==> config.mk <==
export PLATFORM = sky130hd
export DESIGN_NAME = longest_hit_run_clusterizer_flat
export DESIGN_NICKNAME = d
export VERILOG_FILES = /design/src/hdl/lhrc_pkg.sv /design/src/hdl/lhrc_channels.sv /design/src/hdl/longest_hit_run_clusterizer.sv /design/src/hdl/lhrc_view.sv /design/src/flat_wrapper.sv
export VERILOG_INCLUDE_DIRS = /design/src /design/src/hdl
export SDC_FILE = /design/constraint.sdc
export NUM_CORES = 1
export LEC_CHECK = 0
export BUFFER_PORTS_ARGS = -buffer_cell sky130_fd_sc_hd__buf_2
export CORE_MARGIN = 2
export CORE_UTILIZATION = 60
export DETAILED_ROUTE_END_ITERATION = 10
export PLACE_DENSITY = 0.79
export SLEW_MARGIN = 20
export SYNTH_ARGS = -nofsm -noshare
export SYNTH_HDL_FRONTEND = slang
export SYNTH_SLANG_ARGS = --single-unit
==> constraint.sdc <==
create_clock -name clk -period 17.7 [get_ports clk]
set_clock_uncertainty 0.1 [all_clocks]
set_input_delay 0.885 -clock clk [delete_from_list [all_inputs] [get_ports clk]]
set_output_delay 0.885 -clock clk [all_outputs]
set_load 0.03 [all_outputs]
==> src/hdl/longest_hit_run_clusterizer_macros.svh <==
// Assertion macros of the clusterizer RTL, used by its top level.
`ifndef LONGEST_HIT_RUN_CLUSTERIZER_MACROS_SVH
`define LONGEST_HIT_RUN_CLUSTERIZER_MACROS_SVH

// General clocked check, inactive while reset is asserted.
`define LHRC_ASSERT(lbl, prop, msg) \
	lbl: assert property (@(posedge clk) disable iff (!arst_n) prop) else $error(msg);

// Check on the result register contents while a result is offered.
`define LHRC_ASSERT_RESULT(lbl, expr, msg) \
	lbl: assert property (@(posedge clk) disable iff (!arst_n) \
		result.valid |-> (expr)) else $error(msg);

`endif

==> src/hdl/lhrc_pkg.sv <==
// Package with the shared types and constants of the hit run clusterizer.
`timescale 1ns / 1ps
`default_nettype none
package lhrc_pkg;

	localparam int COORD_W    = 11;
	localparam int GAP_W      = 8;
	localparam int LEN_W      = 11;
	localparam int CFG_IDX_W  = 2;
	localparam int CFG_DATA_W = 11;

	localparam logic [CFG_IDX_W-1:0] REG_GAP_LIMIT     = 2'd0;
	localparam logic [CFG_IDX_W-1:0] REG_MIN_LENGTH    = 2'd1;
	localparam logic [CFG_IDX_W-1:0] REG_FIRST_STATION = 2'd2;

	localparam logic [GAP_W-1:0] GAP_LIMIT_RST  = 8'd2;
	localparam logic [LEN_W-1:0] MIN_LENGTH_RST = 11'd3;
	localparam logic [GAP_W-1:0] GAP_SAT        = 8'hFF;
	localparam logic [1:0]       HIT_SAT        = 2'd2;

	typedef struct packed {
		logic               found;
		logic [COORD_W-1:0] first_ch;
		logic [COORD_W-1:0] last_ch;
		logic               single;
	} view_res_t;

endpackage
`default_nettype wire

==> src/hdl/lhrc_channels.sv <==
// Channel interfaces of the clusterizer: channel items, results and register writes.
`timescale 1ns / 1ps
`default_nettype none
interface lhrc_chan_if;
	logic valid;
	logic ready;
	logic hit_x;
	logic hit_y;
	logic last_channel;

	modport source (output valid, output hit_x, output hit_y, output last_channel,
		input ready);
	modport sink (input valid, input hit_x, input hit_y, input last_channel,
		output ready);
endinterface

interface lhrc_result_if;
	import lhrc_pkg::*;
	logic               valid;
	logic               ready;
	logic               skipped;
	logic               found_x;
	logic [COORD_W-1:0] begin_x;
	logic [COORD_W-1:0] end_x;
	logic               found_y;
	logic [COORD_W-1:0] begin_y;
	logic [COORD_W-1:0] end_y;
	logic               both_found;

	modport source (output valid, output skipped, output found_x, output begin_x,
		output end_x, output found_y, output begin_y, output end_y, output both_found,
		input ready);
	modport sink (input valid, input skipped, input found_x, input begin_x,
		input end_x, input found_y, input begin_y, input end_y, input both_found,
		output ready);
endinterface

interface lhrc_cfg_if;
	import lhrc_pkg::*;
	logic                  valid;
	logic                  ready;
	logic [CFG_IDX_W-1:0]  index;
	logic [CFG_DATA_W-1:0] data;

	modport source (output valid, output index, output data, input ready);
	modport sink (input valid, input index, input data, output ready);
endinterface
`default_nettype wire

==> src/hdl/longest_hit_run_clusterizer.sv <==
// Top level of the gap-tolerant longest hit run clusterizer for one two-view plane.
`timescale 1ns / 1ps
`default_nettype none
`include "longest_hit_run_clusterizer_macros.svh"
// The block takes one channel per clock cycle, in index order, and updates the
// run trackers of both views in the cycle of the transfer. The transfer of the
// channel flagged last_channel loads the result register, so the result is
// offered on the following cycle and the plane state starts over at channel
// zero. Channels are accepted whenever the result register is empty or is
// being emptied in the same cycle, which allows back-to-back planes. Register
// writes are always accepted and apply from the next cycle.
module longest_hit_run_clusterizer #(
	parameter int CHANNELS = 1536
) (
	input wire logic      clk,
	input wire logic      arst_n,
	lhrc_chan_if.sink     chan,
	lhrc_result_if.source result,
	lhrc_cfg_if.sink      cfg
);
	import lhrc_pkg::*;

	localparam int CH_W  = $clog2(CHANNELS);
	localparam int CNT_W = $clog2(CHANNELS + 1);

	logic [GAP_W-1:0] gap_limit_q;
	logic [LEN_W-1:0] min_length_q;
	logic             first_station_q;
	logic [CNT_W-1:0] chan_idx_q;
	logic             chan_xfer;
	logic             step;
	logic             plane_end;
	logic             skip;
	view_res_t        res_x;
	view_res_t        res_y;

	assign cfg.ready = 1'b1;

	always_ff @(posedge clk or negedge arst_n) begin
		if (!arst_n) begin
			gap_limit_q     <= GAP_LIMIT_RST;
			min_length_q    <= MIN_LENGTH_RST;
			first_station_q <= 1'b0;
		end else if (cfg.valid) begin
			unique case (cfg.index)
				REG_GAP_LIMIT:     gap_limit_q     <= cfg.data[GAP_W-1:0];
				REG_MIN_LENGTH:    min_length_q    <= cfg.data[LEN_W-1:0];
				REG_FIRST_STATION: first_station_q <= cfg.data[0];
				default: begin
				end
			endcase
		end
	end

	assign chan.ready = !result.valid || result.ready;
	assign chan_xfer  = chan.valid && chan.ready;
	assign step       = chan_xfer && (chan_idx_q < CNT_W'(CHANNELS));
	assign plane_end  = chan_xfer && chan.last_channel;

	always_ff @(posedge clk or negedge arst_n) begin
		if (!arst_n) begin
			chan_idx_q <= '0;
		end else if (plane_end) begin
			chan_idx_q <= '0;
		end else if (step) begin
			chan_idx_q <= chan_idx_q + CNT_W'(1);
		end
	end

	lhrc_view #(.CHANNELS(CHANNELS)) u_view_x (
		.clk        (clk),
		.arst_n     (arst_n),
		.step       (step),
		.clear      (plane_end),
		.hit        (chan.hit_x),
		.ch         (chan_idx_q[CH_W-1:0]),
		.gap_limit  (gap_limit_q),
		.min_length (min_length_q),
		.res        (res_x)
	);

	lhrc_view #(.CHANNELS(CHANNELS)) u_view_y (
		.clk        (clk),
		.arst_n     (arst_n),
		.step       (step),
		.clear      (plane_end),
		.hit        (chan.hit_y),
		.ch         (chan_idx_q[CH_W-1:0]),
		.gap_limit  (gap_limit_q),
		.min_length (min_length_q),
		.res        (res_y)
	);

	assign skip = first_station_q && res_x.single && res_y.single;

	always_ff @(posedge clk or negedge arst_n) begin
		if (!arst_n) begin
			result.valid <= 1'b0;
		end else if (plane_end) begin
			result.valid <= 1'b1;
		end else if (result.ready) begin
			result.valid <= 1'b0;
		end
	end

	always_ff @(posedge clk) begin
		if (plane_end) begin
			result.skipped    <= skip;
			result.found_x    <= !skip && res_x.found;
			result.begin_x    <= (!skip && res_x.found) ? res_x.first_ch : '0;
			result.end_x      <= (!skip && res_x.found) ? res_x.last_ch : '0;
			result.found_y    <= !skip && res_y.found;
			result.begin_y    <= (!skip && res_y.found) ? res_y.first_ch : '0;
			result.end_y      <= (!skip && res_y.found) ? res_y.last_ch : '0;
			result.both_found <= !skip && res_x.found && res_y.found;
		end
	end

	`LHRC_ASSERT(a_plane_end_gives_result, chan.valid && chan.ready && chan.last_channel |=> result.valid, "No result after the last channel of a plane.")
	`LHRC_ASSERT(a_idx_in_range, chan_idx_q <= CNT_W'(CHANNELS), "Channel index ran past the channel count.")
	`LHRC_ASSERT_RESULT(a_skip_clears_fields, !result.skipped || (!result.found_x && !result.found_y && !result.both_found), "Skipped result reports a cluster.")
	`LHRC_ASSERT_RESULT(a_both_consistent, result.both_found == (result.found_x && result.found_y), "both_found disagrees with the view flags.")

endmodule
`default_nettype wire

==> src/hdl/lhrc_view.sv <==
// Run tracker of one view: open run, gap counter, longest run and hit count.
`timescale 1ns / 1ps
`default_nettype none
module lhrc_view #(
	parameter int CHANNELS = 1536
) (
	input  wire logic                        clk,
	input  wire logic                        arst_n,
	input  wire logic                        step,
	input  wire logic                        clear,
	input  wire logic                        hit,
	input  wire logic [$clog2(CHANNELS)-1:0] ch,
	input  wire logic [lhrc_pkg::GAP_W-1:0]  gap_limit,
	input  wire logic [lhrc_pkg::LEN_W-1:0]  min_length,
	output lhrc_pkg::view_res_t              res
);
	import lhrc_pkg::*;

	localparam int CH_W  = $clog2(CHANNELS);
	localparam int CNT_W = $clog2(CHANNELS + 1);
	localparam int CMP_W = (CNT_W > LEN_W) ? CNT_W : LEN_W;

	logic             open_q, open_d;
	logic [CH_W-1:0]  start_q, start_d;
	logic [CH_W-1:0]  best_start_q, best_start_d;
	logic [CH_W-1:0]  best_end_q, best_end_d;
	logic [CNT_W-1:0] best_len_q, best_len_d;
	logic [GAP_W-1:0] gap_q, gap_d;
	logic [1:0]       hits_q, hits_d;
	logic [CNT_W-1:0] run_len;

	always_comb begin
		open_d       = open_q;
		start_d      = start_q;
		best_start_d = best_start_q;
		best_end_d   = best_end_q;
		best_len_d   = best_len_q;
		gap_d        = gap_q;
		hits_d       = hits_q;
		run_len      = '0;
		if (step) begin
			if (hit) begin
				open_d = 1'b1;
				if (!open_q) begin
					start_d = ch;
				end
				run_len = CNT_W'(ch) - CNT_W'(start_d) + CNT_W'(1);
				if (run_len > best_len_q) begin
					best_len_d   = run_len;
					best_start_d = start_d;
					best_end_d   = ch;
				end
				gap_d = '0;
				if (hits_q != HIT_SAT) begin
					hits_d = hits_q + 2'd1;
				end
			end else begin
				if (gap_q >= gap_limit) begin
					open_d = 1'b0;
				end
				if (gap_q != GAP_SAT) begin
					gap_d = gap_q + GAP_W'(1);
				end
			end
		end
	end

	always_comb begin
		res.found    = (best_len_d != '0) && (CMP_W'(best_len_d) >= CMP_W'(min_length));
		res.first_ch = COORD_W'(best_start_d);
		res.last_ch  = COORD_W'(best_end_d);
		res.single   = (hits_d == 2'd1);
	end

	always_ff @(posedge clk or negedge arst_n) begin
		if (!arst_n) begin
			open_q       <= 1'b0;
			start_q      <= '0;
			best_start_q <= '0;
			best_end_q   <= '0;
			best_len_q   <= '0;
			gap_q        <= '0;
			hits_q       <= '0;
		end else if (clear) begin
			open_q       <= 1'b0;
			start_q      <= '0;
			best_start_q <= '0;
			best_end_q   <= '0;
			best_len_q   <= '0;
			gap_q        <= '0;
			hits_q       <= '0;
		end else if (step) begin
			open_q       <= open_d;
			start_q      <= start_d;
			best_start_q <= best_start_d;
			best_end_q   <= best_end_d;
			best_len_q   <= best_len_d;
			gap_q        <= gap_d;
			hits_q       <= hits_d;
		end
	end

endmodule
`default_nettype wire

==> src/flat_wrapper.sv <==
// flat-port wrapper written by rule: the top's interface ports become plain ports
module longest_hit_run_clusterizer_flat import lhrc_pkg::*;
#(
	parameter int CHANNELS = 1536
)
  (clk, arst_n, chan_valid, chan_hit_x, chan_hit_y, chan_last_channel, chan_ready, result_valid, result_skipped, result_found_x, result_begin_x, result_end_x, result_found_y, result_begin_y, result_end_y, result_both_found, result_ready, cfg_valid, cfg_index, cfg_data, cfg_ready);
  lhrc_chan_if chan_i ();
  lhrc_result_if result_i ();
  lhrc_cfg_if cfg_i ();
  input wire logic clk;
  input wire logic arst_n;
  input wire logic [$bits(chan_i.valid)-1:0] chan_valid;
  input wire logic [$bits(chan_i.hit_x)-1:0] chan_hit_x;
  input wire logic [$bits(chan_i.hit_y)-1:0] chan_hit_y;
  input wire logic [$bits(chan_i.last_channel)-1:0] chan_last_channel;
  output wire logic [$bits(chan_i.ready)-1:0] chan_ready;
  output wire logic [$bits(result_i.valid)-1:0] result_valid;
  output wire logic [$bits(result_i.skipped)-1:0] result_skipped;
  output wire logic [$bits(result_i.found_x)-1:0] result_found_x;
  output wire logic [$bits(result_i.begin_x)-1:0] result_begin_x;
  output wire logic [$bits(result_i.end_x)-1:0] result_end_x;
  output wire logic [$bits(result_i.found_y)-1:0] result_found_y;
  output wire logic [$bits(result_i.begin_y)-1:0] result_begin_y;
  output wire logic [$bits(result_i.end_y)-1:0] result_end_y;
  output wire logic [$bits(result_i.both_found)-1:0] result_both_found;
  input wire logic [$bits(result_i.ready)-1:0] result_ready;
  input wire logic [$bits(cfg_i.valid)-1:0] cfg_valid;
  input wire logic [$bits(cfg_i.index)-1:0] cfg_index;
  input wire logic [$bits(cfg_i.data)-1:0] cfg_data;
  output wire logic [$bits(cfg_i.ready)-1:0] cfg_ready;
  assign chan_i.valid = chan_valid;
  assign chan_i.hit_x = chan_hit_x;
  assign chan_i.hit_y = chan_hit_y;
  assign chan_i.last_channel = chan_last_channel;
  assign chan_ready = chan_i.ready;
  assign result_valid = result_i.valid;
  assign result_skipped = result_i.skipped;
  assign result_found_x = result_i.found_x;
  assign result_begin_x = result_i.begin_x;
  assign result_end_x = result_i.end_x;
  assign result_found_y = result_i.found_y;
  assign result_begin_y = result_i.begin_y;
  assign result_end_y = result_i.end_y;
  assign result_both_found = result_i.both_found;
  assign result_i.ready = result_ready;
  assign cfg_i.valid = cfg_valid;
  assign cfg_i.index = cfg_index;
  assign cfg_i.data = cfg_data;
  assign cfg_ready = cfg_i.ready;
  longest_hit_run_clusterizer #(.CHANNELS(CHANNELS)) u_core (.clk(clk), .arst_n(arst_n), .chan(chan_i), .result(result_i), .cfg(cfg_i));
endmodule
==> metrics.txt, run 1 <==
RSZ-0062 raised after global routing=no; CP required=17.77 ns; Final Net Count=1256; Die Ht=139.1 um; area grow syn2layout=9.385%; Final Hold Viols=0; Critical Path Fanout Max=46; CP top delay family=compound AO/OA/AOI/OAI gates; input/output buffers=70; RR Endpoint=u_core.result.end_x[3]; fin crit period=7.393 ns; worst min path class=reg2reg; first-pass GRT wire length=41420 um; placed cell areas=11390 um2; Initial Util=61.14%; Hold Buf Count CTS=0; drt pass-1 iters=5; # H-tree levels=4; DR iter-0 viols=701; beginning of the critical path=u_core.u_view_x.open_q; Clk pin slew, worst setup/hold paths=0.07 ns; Final ANT Viol Nets=0; wire per inst=18.08 um; largest net degree at the start of global routing=85; Ports=72; Final Cell Area=11970 um2; Final setup violation count=0; Max stage delay on crit path=0.85 ns; Worst-Margin Slew=1.075 ns; Final Util=66.88%; Detailed Place HPWL=17290 um; critical path arrival=7.47 ns; Lkg Pwr=5.357 nW; share of layout cells above drive strength 1=14.79%; total CTS buffers=17; post-synthesis sequential area ratio=45.67%; Rows=49; Buf+Inv Stages, Crit Path=6; clk_lat worst skew=0.44 ns; max-slew violations=0; setup TNS=0 ns; Core Region=17900 um2; CTS tree=done; Post-synth ARST share=74.74%; initial antenna violation count=0; vias=8306; syn_area_per_cell=10.06 um2; Vias/cell=6.054; Hold Path Depth=2; fin worst setup slack=10.31 ns; critical path class=reg2reg; die width=139.1 um; GRT Total Usage=26.46%; # clock sinks=190; vias in the first global route=7987; Worst setup SP type=flip-flop; cts repair resizes=0; die area=19340 um2; Root Driver=clkbuf_16; status=complete, no violations; Syn Inst Count=1088; clk buf depth=2; FF+latch count, synth=190; pre-CTS WS=10.43 ns; highest clock rate=0.1353 GHz; Worst path depth=26; CP Capture Type=flip-flop; P per Cell Area=105.9 nW/um2; R2R depth=26; Synth cell types=79; worst reg2reg startpoint=u_core.u_view_x.open_q; Final period util=41.77%; number of synthesized flops with an enable pin=48; setup slack, reg-to-reg=10.31 ns; Worst VDD drop=0.00007599 V; total nets after synthesis=1214; Antenna Cells=0; Post-synth top flop=dfrtp_1; Mapped Area=10950 um2; DRC=0; Yosys Warn Count=0; Crit-path slowest cell=dfrtp_1; crit path to=u_core.result.end_x[3]; Rel. slew slack=28.35%; Setup Fix Bufs, Post-CTS=0; final wirelength=24800 um; total global routing overflow=0; GPL Wtd Cong=0.9370; Max Cap Viol=0
metrics by stage:
stage	std cells	hold WS [ns]	total power (W)
after floorplan	1088	0.3492	0.0007962
after global placement	1340	0.3610	0.0008764
after detailed placement	1340	0.3703	0.0008863
after CTS	1372	0.3863	0.001266
after global routing	1372	0.4067	0.001336
final	1372	0.3821	0.001268
power breakdown:
group          internal [W]  switching [W]
sequential         0.000474      0.0000220
combinational      0.000151       0.000240
clock              0.000202       0.000178
total              0.000828       0.000440
worst register-to-register path, cell delays in order, from the launching register on:
cell and delay [ns]:
dfrtp_1 0.85, mux2i_1 0.50, inv_1 0.10, ha_1 0.30, inv_1 0.06, ha_1 0.15
inv_1 0.06, fa_1 0.38, and2b_1 0.26, o2111a_1 0.23, nor2_1 0.06, o2bb2ai_1 0.14
xnor2_1 0.35, inv_1 0.09, ha_1 0.31, nand4_1 0.16, a211o_1 0.30, o2111ai_1 0.16
nand2_2 0.22, buf_4 0.34, o21ai_0 0.38, ha_1 0.32, a2111oi_0 0.47, a211oi_1 0.22
o31ai_4 0.09, buf_4 0.36, nor2_1 0.13
layout make-up:
type,instances,area (um2)
fill,1379,5929
multi-input combinational,767,5413
sequential,190,4999
clock buffer,20,446.7
timing repair buffer,78,416.7
tap,229,286.5
inverter,76,285.3
clock inverter,12,126.4
per-layer routing:
layer	track usage (%)	wire, um	part of all wire (%)
met5	0	0	0
met4	9.250	436	1.8
met3	4.006	1239	5.0
met2	42.42	11940	48
met1	37.12	11180	45
registers in the layout, summed over array words and instances, names as in the netlist, 2 cells and up:
register	flops
u_core.u_view_y.start_q	11
u_core.u_view_x.start_q	11
u_core.min_length_q	11
u_core.result.end_y	11
u_core.u_view_y.best_len_q	11
u_core.u_view_x.best_end_q	11
u_core.u_view_y.gap_q	8
u_core.u_view_y.hits_q	2
u_core.u_view_x.gap_q	8
u_core.u_view_x.best_start_q	11
u_core.u_view_y.best_start_q	11
u_core.result.begin_y	11
u_core.result.begin_x	11
u_core.chan_idx_q	11
u_core.u_view_x.hits_q	2
u_core.u_view_y.best_end_q	11
u_core.gap_limit_q	8
u_core.result.end_x	11
u_core.u_view_x.best_len_q	11
cells in the final DEF, fill, tap and decap left out, drive strengths merged, types with 13 or more instances in the layout:
cell    Yosys  routed
a21o       14      14
a21oi      41      41
a22o       24      24
buf        21      78
clkbuf     33      20
dfrtp     139     139
edfxtp     48      48
ha        103     103
inv        76      82
mux2       19      19
mux2i      43      43
nand2     116     116
nand2b     13      13
nand3      22      22
nor2       95      95
o21ai     113     113
xnor2      15      15
xor2       20      20
synth_stat cells (all sizes together), types with 8 or more instances:
master | n | share of area, %
dfrtp | 139 | 32
nand2 | 116 | 4.0
o21ai | 113 | 5.3
ha | 103 | 12
nor2 | 95 | 3.7
inv | 76 | 2.6
edfxtp | 48 | 13
mux2i | 43 | 3.9
a21oi | 41 | 1.9
clkbuf | 33 | 1.2
a22o | 24 | 1.9
nand3 | 22 | 1.0
buf | 21 | 1.2
xor2 | 20 | 1.6
mux2 | 19 | 2.0
xnor2 | 15 | 1.2
a21o | 14 | 0.96
nand2b | 13 | 0.74
a211oi | 11 | 0.75
nand4 | 11 | 0.63
nor3 | 11 | 0.55
o21a | 8 | 0.55
kinds of logic after synthesis:
| kind of cell | after synthesis | synth area share (%) |
|---|---|---|
| simple gates | 307 | 13.31 |
| mux | 62 | 5.921 |
| compound gates | 257 | 15.08 |
| other cells | 1 | 0.03426 |
| flops | 190 | 45.67 |
| fa+ha+maj | 105 | 12.14 |
| xor+xnor | 35 | 2.801 |
| buf+inv | 131 | 5.053 |
worst min path at each step:
stage | start | to | slack, ns
finish | u_core.u_view_x.start_q[3] | u_core.u_view_x.start_q[3] | 0.38
global route | u_core.u_view_x.best_start_q[10] | u_core.u_view_x.best_start_q[10] | 0.41
CTS | u_core.u_view_x.start_q[3] | u_core.u_view_x.start_q[3] | 0.39
detailed placement | u_core.u_view_x.start_q[5] | u_core.u_view_x.start_q[5] | 0.37
global placement | u_core.u_view_x.best_start_q[2] | u_core.u_view_x.best_start_q[2] | 0.36
floorplan | u_core.u_view_y.best_end_q[1] | u_core.u_view_y.best_end_q[1] | 0.35
No activity file was read; power rests on OpenSTA's default activity.
==> inputs of run 2 (changes only) <==
- CORE_UTILIZATION: 60 -> 56
- PLACE_DENSITY: 0.79 -> 0.78
- clock period: 17.7 -> 6.6 ns (I/O delays scaled with it)
==> metrics.txt, run 2 (synthesized netlist as in run 1, its figures left out) <==
status=complete, no violations; Antenna Cells=0; placed cell count=1391; final wirelength=25640 um; Final setup violation count=0; area grow syn2layout=11.68%; Ports=72; DRC=0; highest clock rate=0.1598 GHz; area of the multi-input gates=5448 um2; Max Cap Viol=0; Final Util=63.22%; Final Cell Area=12220 um2; Detailed Place HPWL=17810 um; input/output buffers=70; critical path arrival=6.32 ns; fillcell total=1619; Lkg Pwr=5.448 nW; Rows=51; Final Net Count=1275; total global routing overflow=0; GRT Total Usage=25.63%; Final period util=94.82%; Vias/cell=5.892; max-slew violations=0; CP top delay family=compound AO/OA/AOI/OAI gates; clk buf depth=2; CP Capture Type=flip-flop; Reg area=5001 um2; most frequent cells in the layout=137 x dfrtp_1, 114 x nand2_1, 107 x o21ai_0; placed cell areas=11560 um2; Critical Path Most Common Cell=ha_1; wire per inst=17.96 um; non-filler cells, final=1427; Final ANT Viol Nets=0; share of layout cells above drive strength 1=16.61%; Clk pin slew, worst setup/hold paths=0.08 ns; DR iter-0 viols=660; P per Cell Area=283.8 nW/um2; Final Hold Viols=0; # H-tree levels=4; Buf+Inv Stages, Crit Path=4; worst min path class=in2reg; CP required=6.66 ns; Critical Path Fanout Max=12; CTS tree=done; initial antenna violation count=1; Initial Util=56.61%; Rel. slew slack=25.33%; largest net degree at the start of global routing=83; GPL Wtd Cong=0.8997; # clock sinks=190; drt pass-1 iters=7; critical path class=reg2reg; die area=20680 um2; first-pass GRT wire length=41390 um; Worst VDD drop=0.0002025 V; Root Driver=clkbuf_16; vias=8408; Worst-Margin Slew=1.120 ns; clk_lat worst skew=0.44 ns; Crit-path slowest cell=dfrtp_2; fin crit period=6.258 ns; total CTS buffers=17; Worst setup SP type=flip-flop; die width=143.8 um; vias in the first global route=8047; Core Region=19330 um2; Die Ht=143.8 um; commonest non-fill, non-tap cell in the layout=dfrtp_1; Max stage delay on crit path=0.44 ns
-- run 2: changes by cell type in the layout (fill, tap and decap cells not counted), moves of 2 or more --
cell	change
o21ai_1	+2
buf_4	+15
clkinvlp_4	+3
dfrtp_2	+2
dfrtp_1	-2
-- run 2: report_power, final --
part / leakage (nW) / internal, W / total [W] / switching [W]
clock: 0.270 / 0.000537 / 0.00103 / 0.000497
combinational: 2.80 / 0.000431 / 0.00111 / 0.000683
sequential: 2.38 / 0.00127 / 0.00132 / 0.0000495
-- run 2: final cells by class --
cell class / count / share of cell area, %
flip-flops and latches: 190 / 40.91
well taps: 265 / 2.712
multi-input cells: 768 / 44.57
inverters: 76 / 2.364
repair buffers: 96 / 4.667
clock buffers: 18 / 3.511
clock inverters: 14 / 1.269
-- run 2: final timing paths --
kind / startpoint / to / slack [ns] / depth (start not counted)
max: u_core.chan_idx_q[1] / u_core.result.begin_y[8] / 0.34 / 28
min in group asynchronous: arst_n / u_core.gap_limit_q[2] / 0.33 / 2
min reg2reg: u_core.u_view_x.best_end_q[1] / u_core.u_view_x.best_end_q[1] / 0.39 / 2
max reg2reg: u_core.chan_idx_q[1] / u_core.result.begin_y[8] / 0.34 / 28
max in group asynchronous: arst_n / u_core.u_view_x.best_end_q[1] / 4.92 / 3
min: cfg_data[9] / u_core.min_length_q[9] / 0.02 / 2
-- run 2: per-stage QoR --
step,hold WS [ns],setup WS [ns],setup TNS [ns],power (W)
2_1_floorplan,-0.06559,0.2764,0,0.002135
3_3_place_gp,0.2425,0.3056,0,0.002375
3_5_place_dp,0.2519,0.1089,0,0.002401
4_1_cts,0.01432,0.08920,0,0.003432
5_1_grt,0.02522,-0.007530,-0.01635,0.003654
6_report,0.02090,0.3422,0,0.003469
-- run 2: metal layers --
layer | wire length, um | up-vias | track usage [%]
met1 | 11360 | 4049 | 35.10
met5 | 10 | - | 1.003
met4 | 661 | 2 | 9.649
met2 | 12050 | 319 | 40.45
li1 | - | 3979 | -
met3 | 1552 | 59 | 4.965
-- run 2: worst register-to-register path: cells and delay by family, from the launching register on --
kind	cells	cell delay [ns]
compound gates	12	2.29
xor+xnor	1	0.27
simple gates	5	0.81
mux	1	0.27
flops	1	0.44
buf+inv	4	0.44
fa+ha+maj	5	1.41
-- run 2: what timing repair did --
item / in CTS / in global routing
endpoints found under the setup margin: 0 / 47
gates resized for setup: 0 / 10
endpoints found under the hold margin: 60 / 0
hold buffers: 1 / 0
buffers inserted: 0 / 2
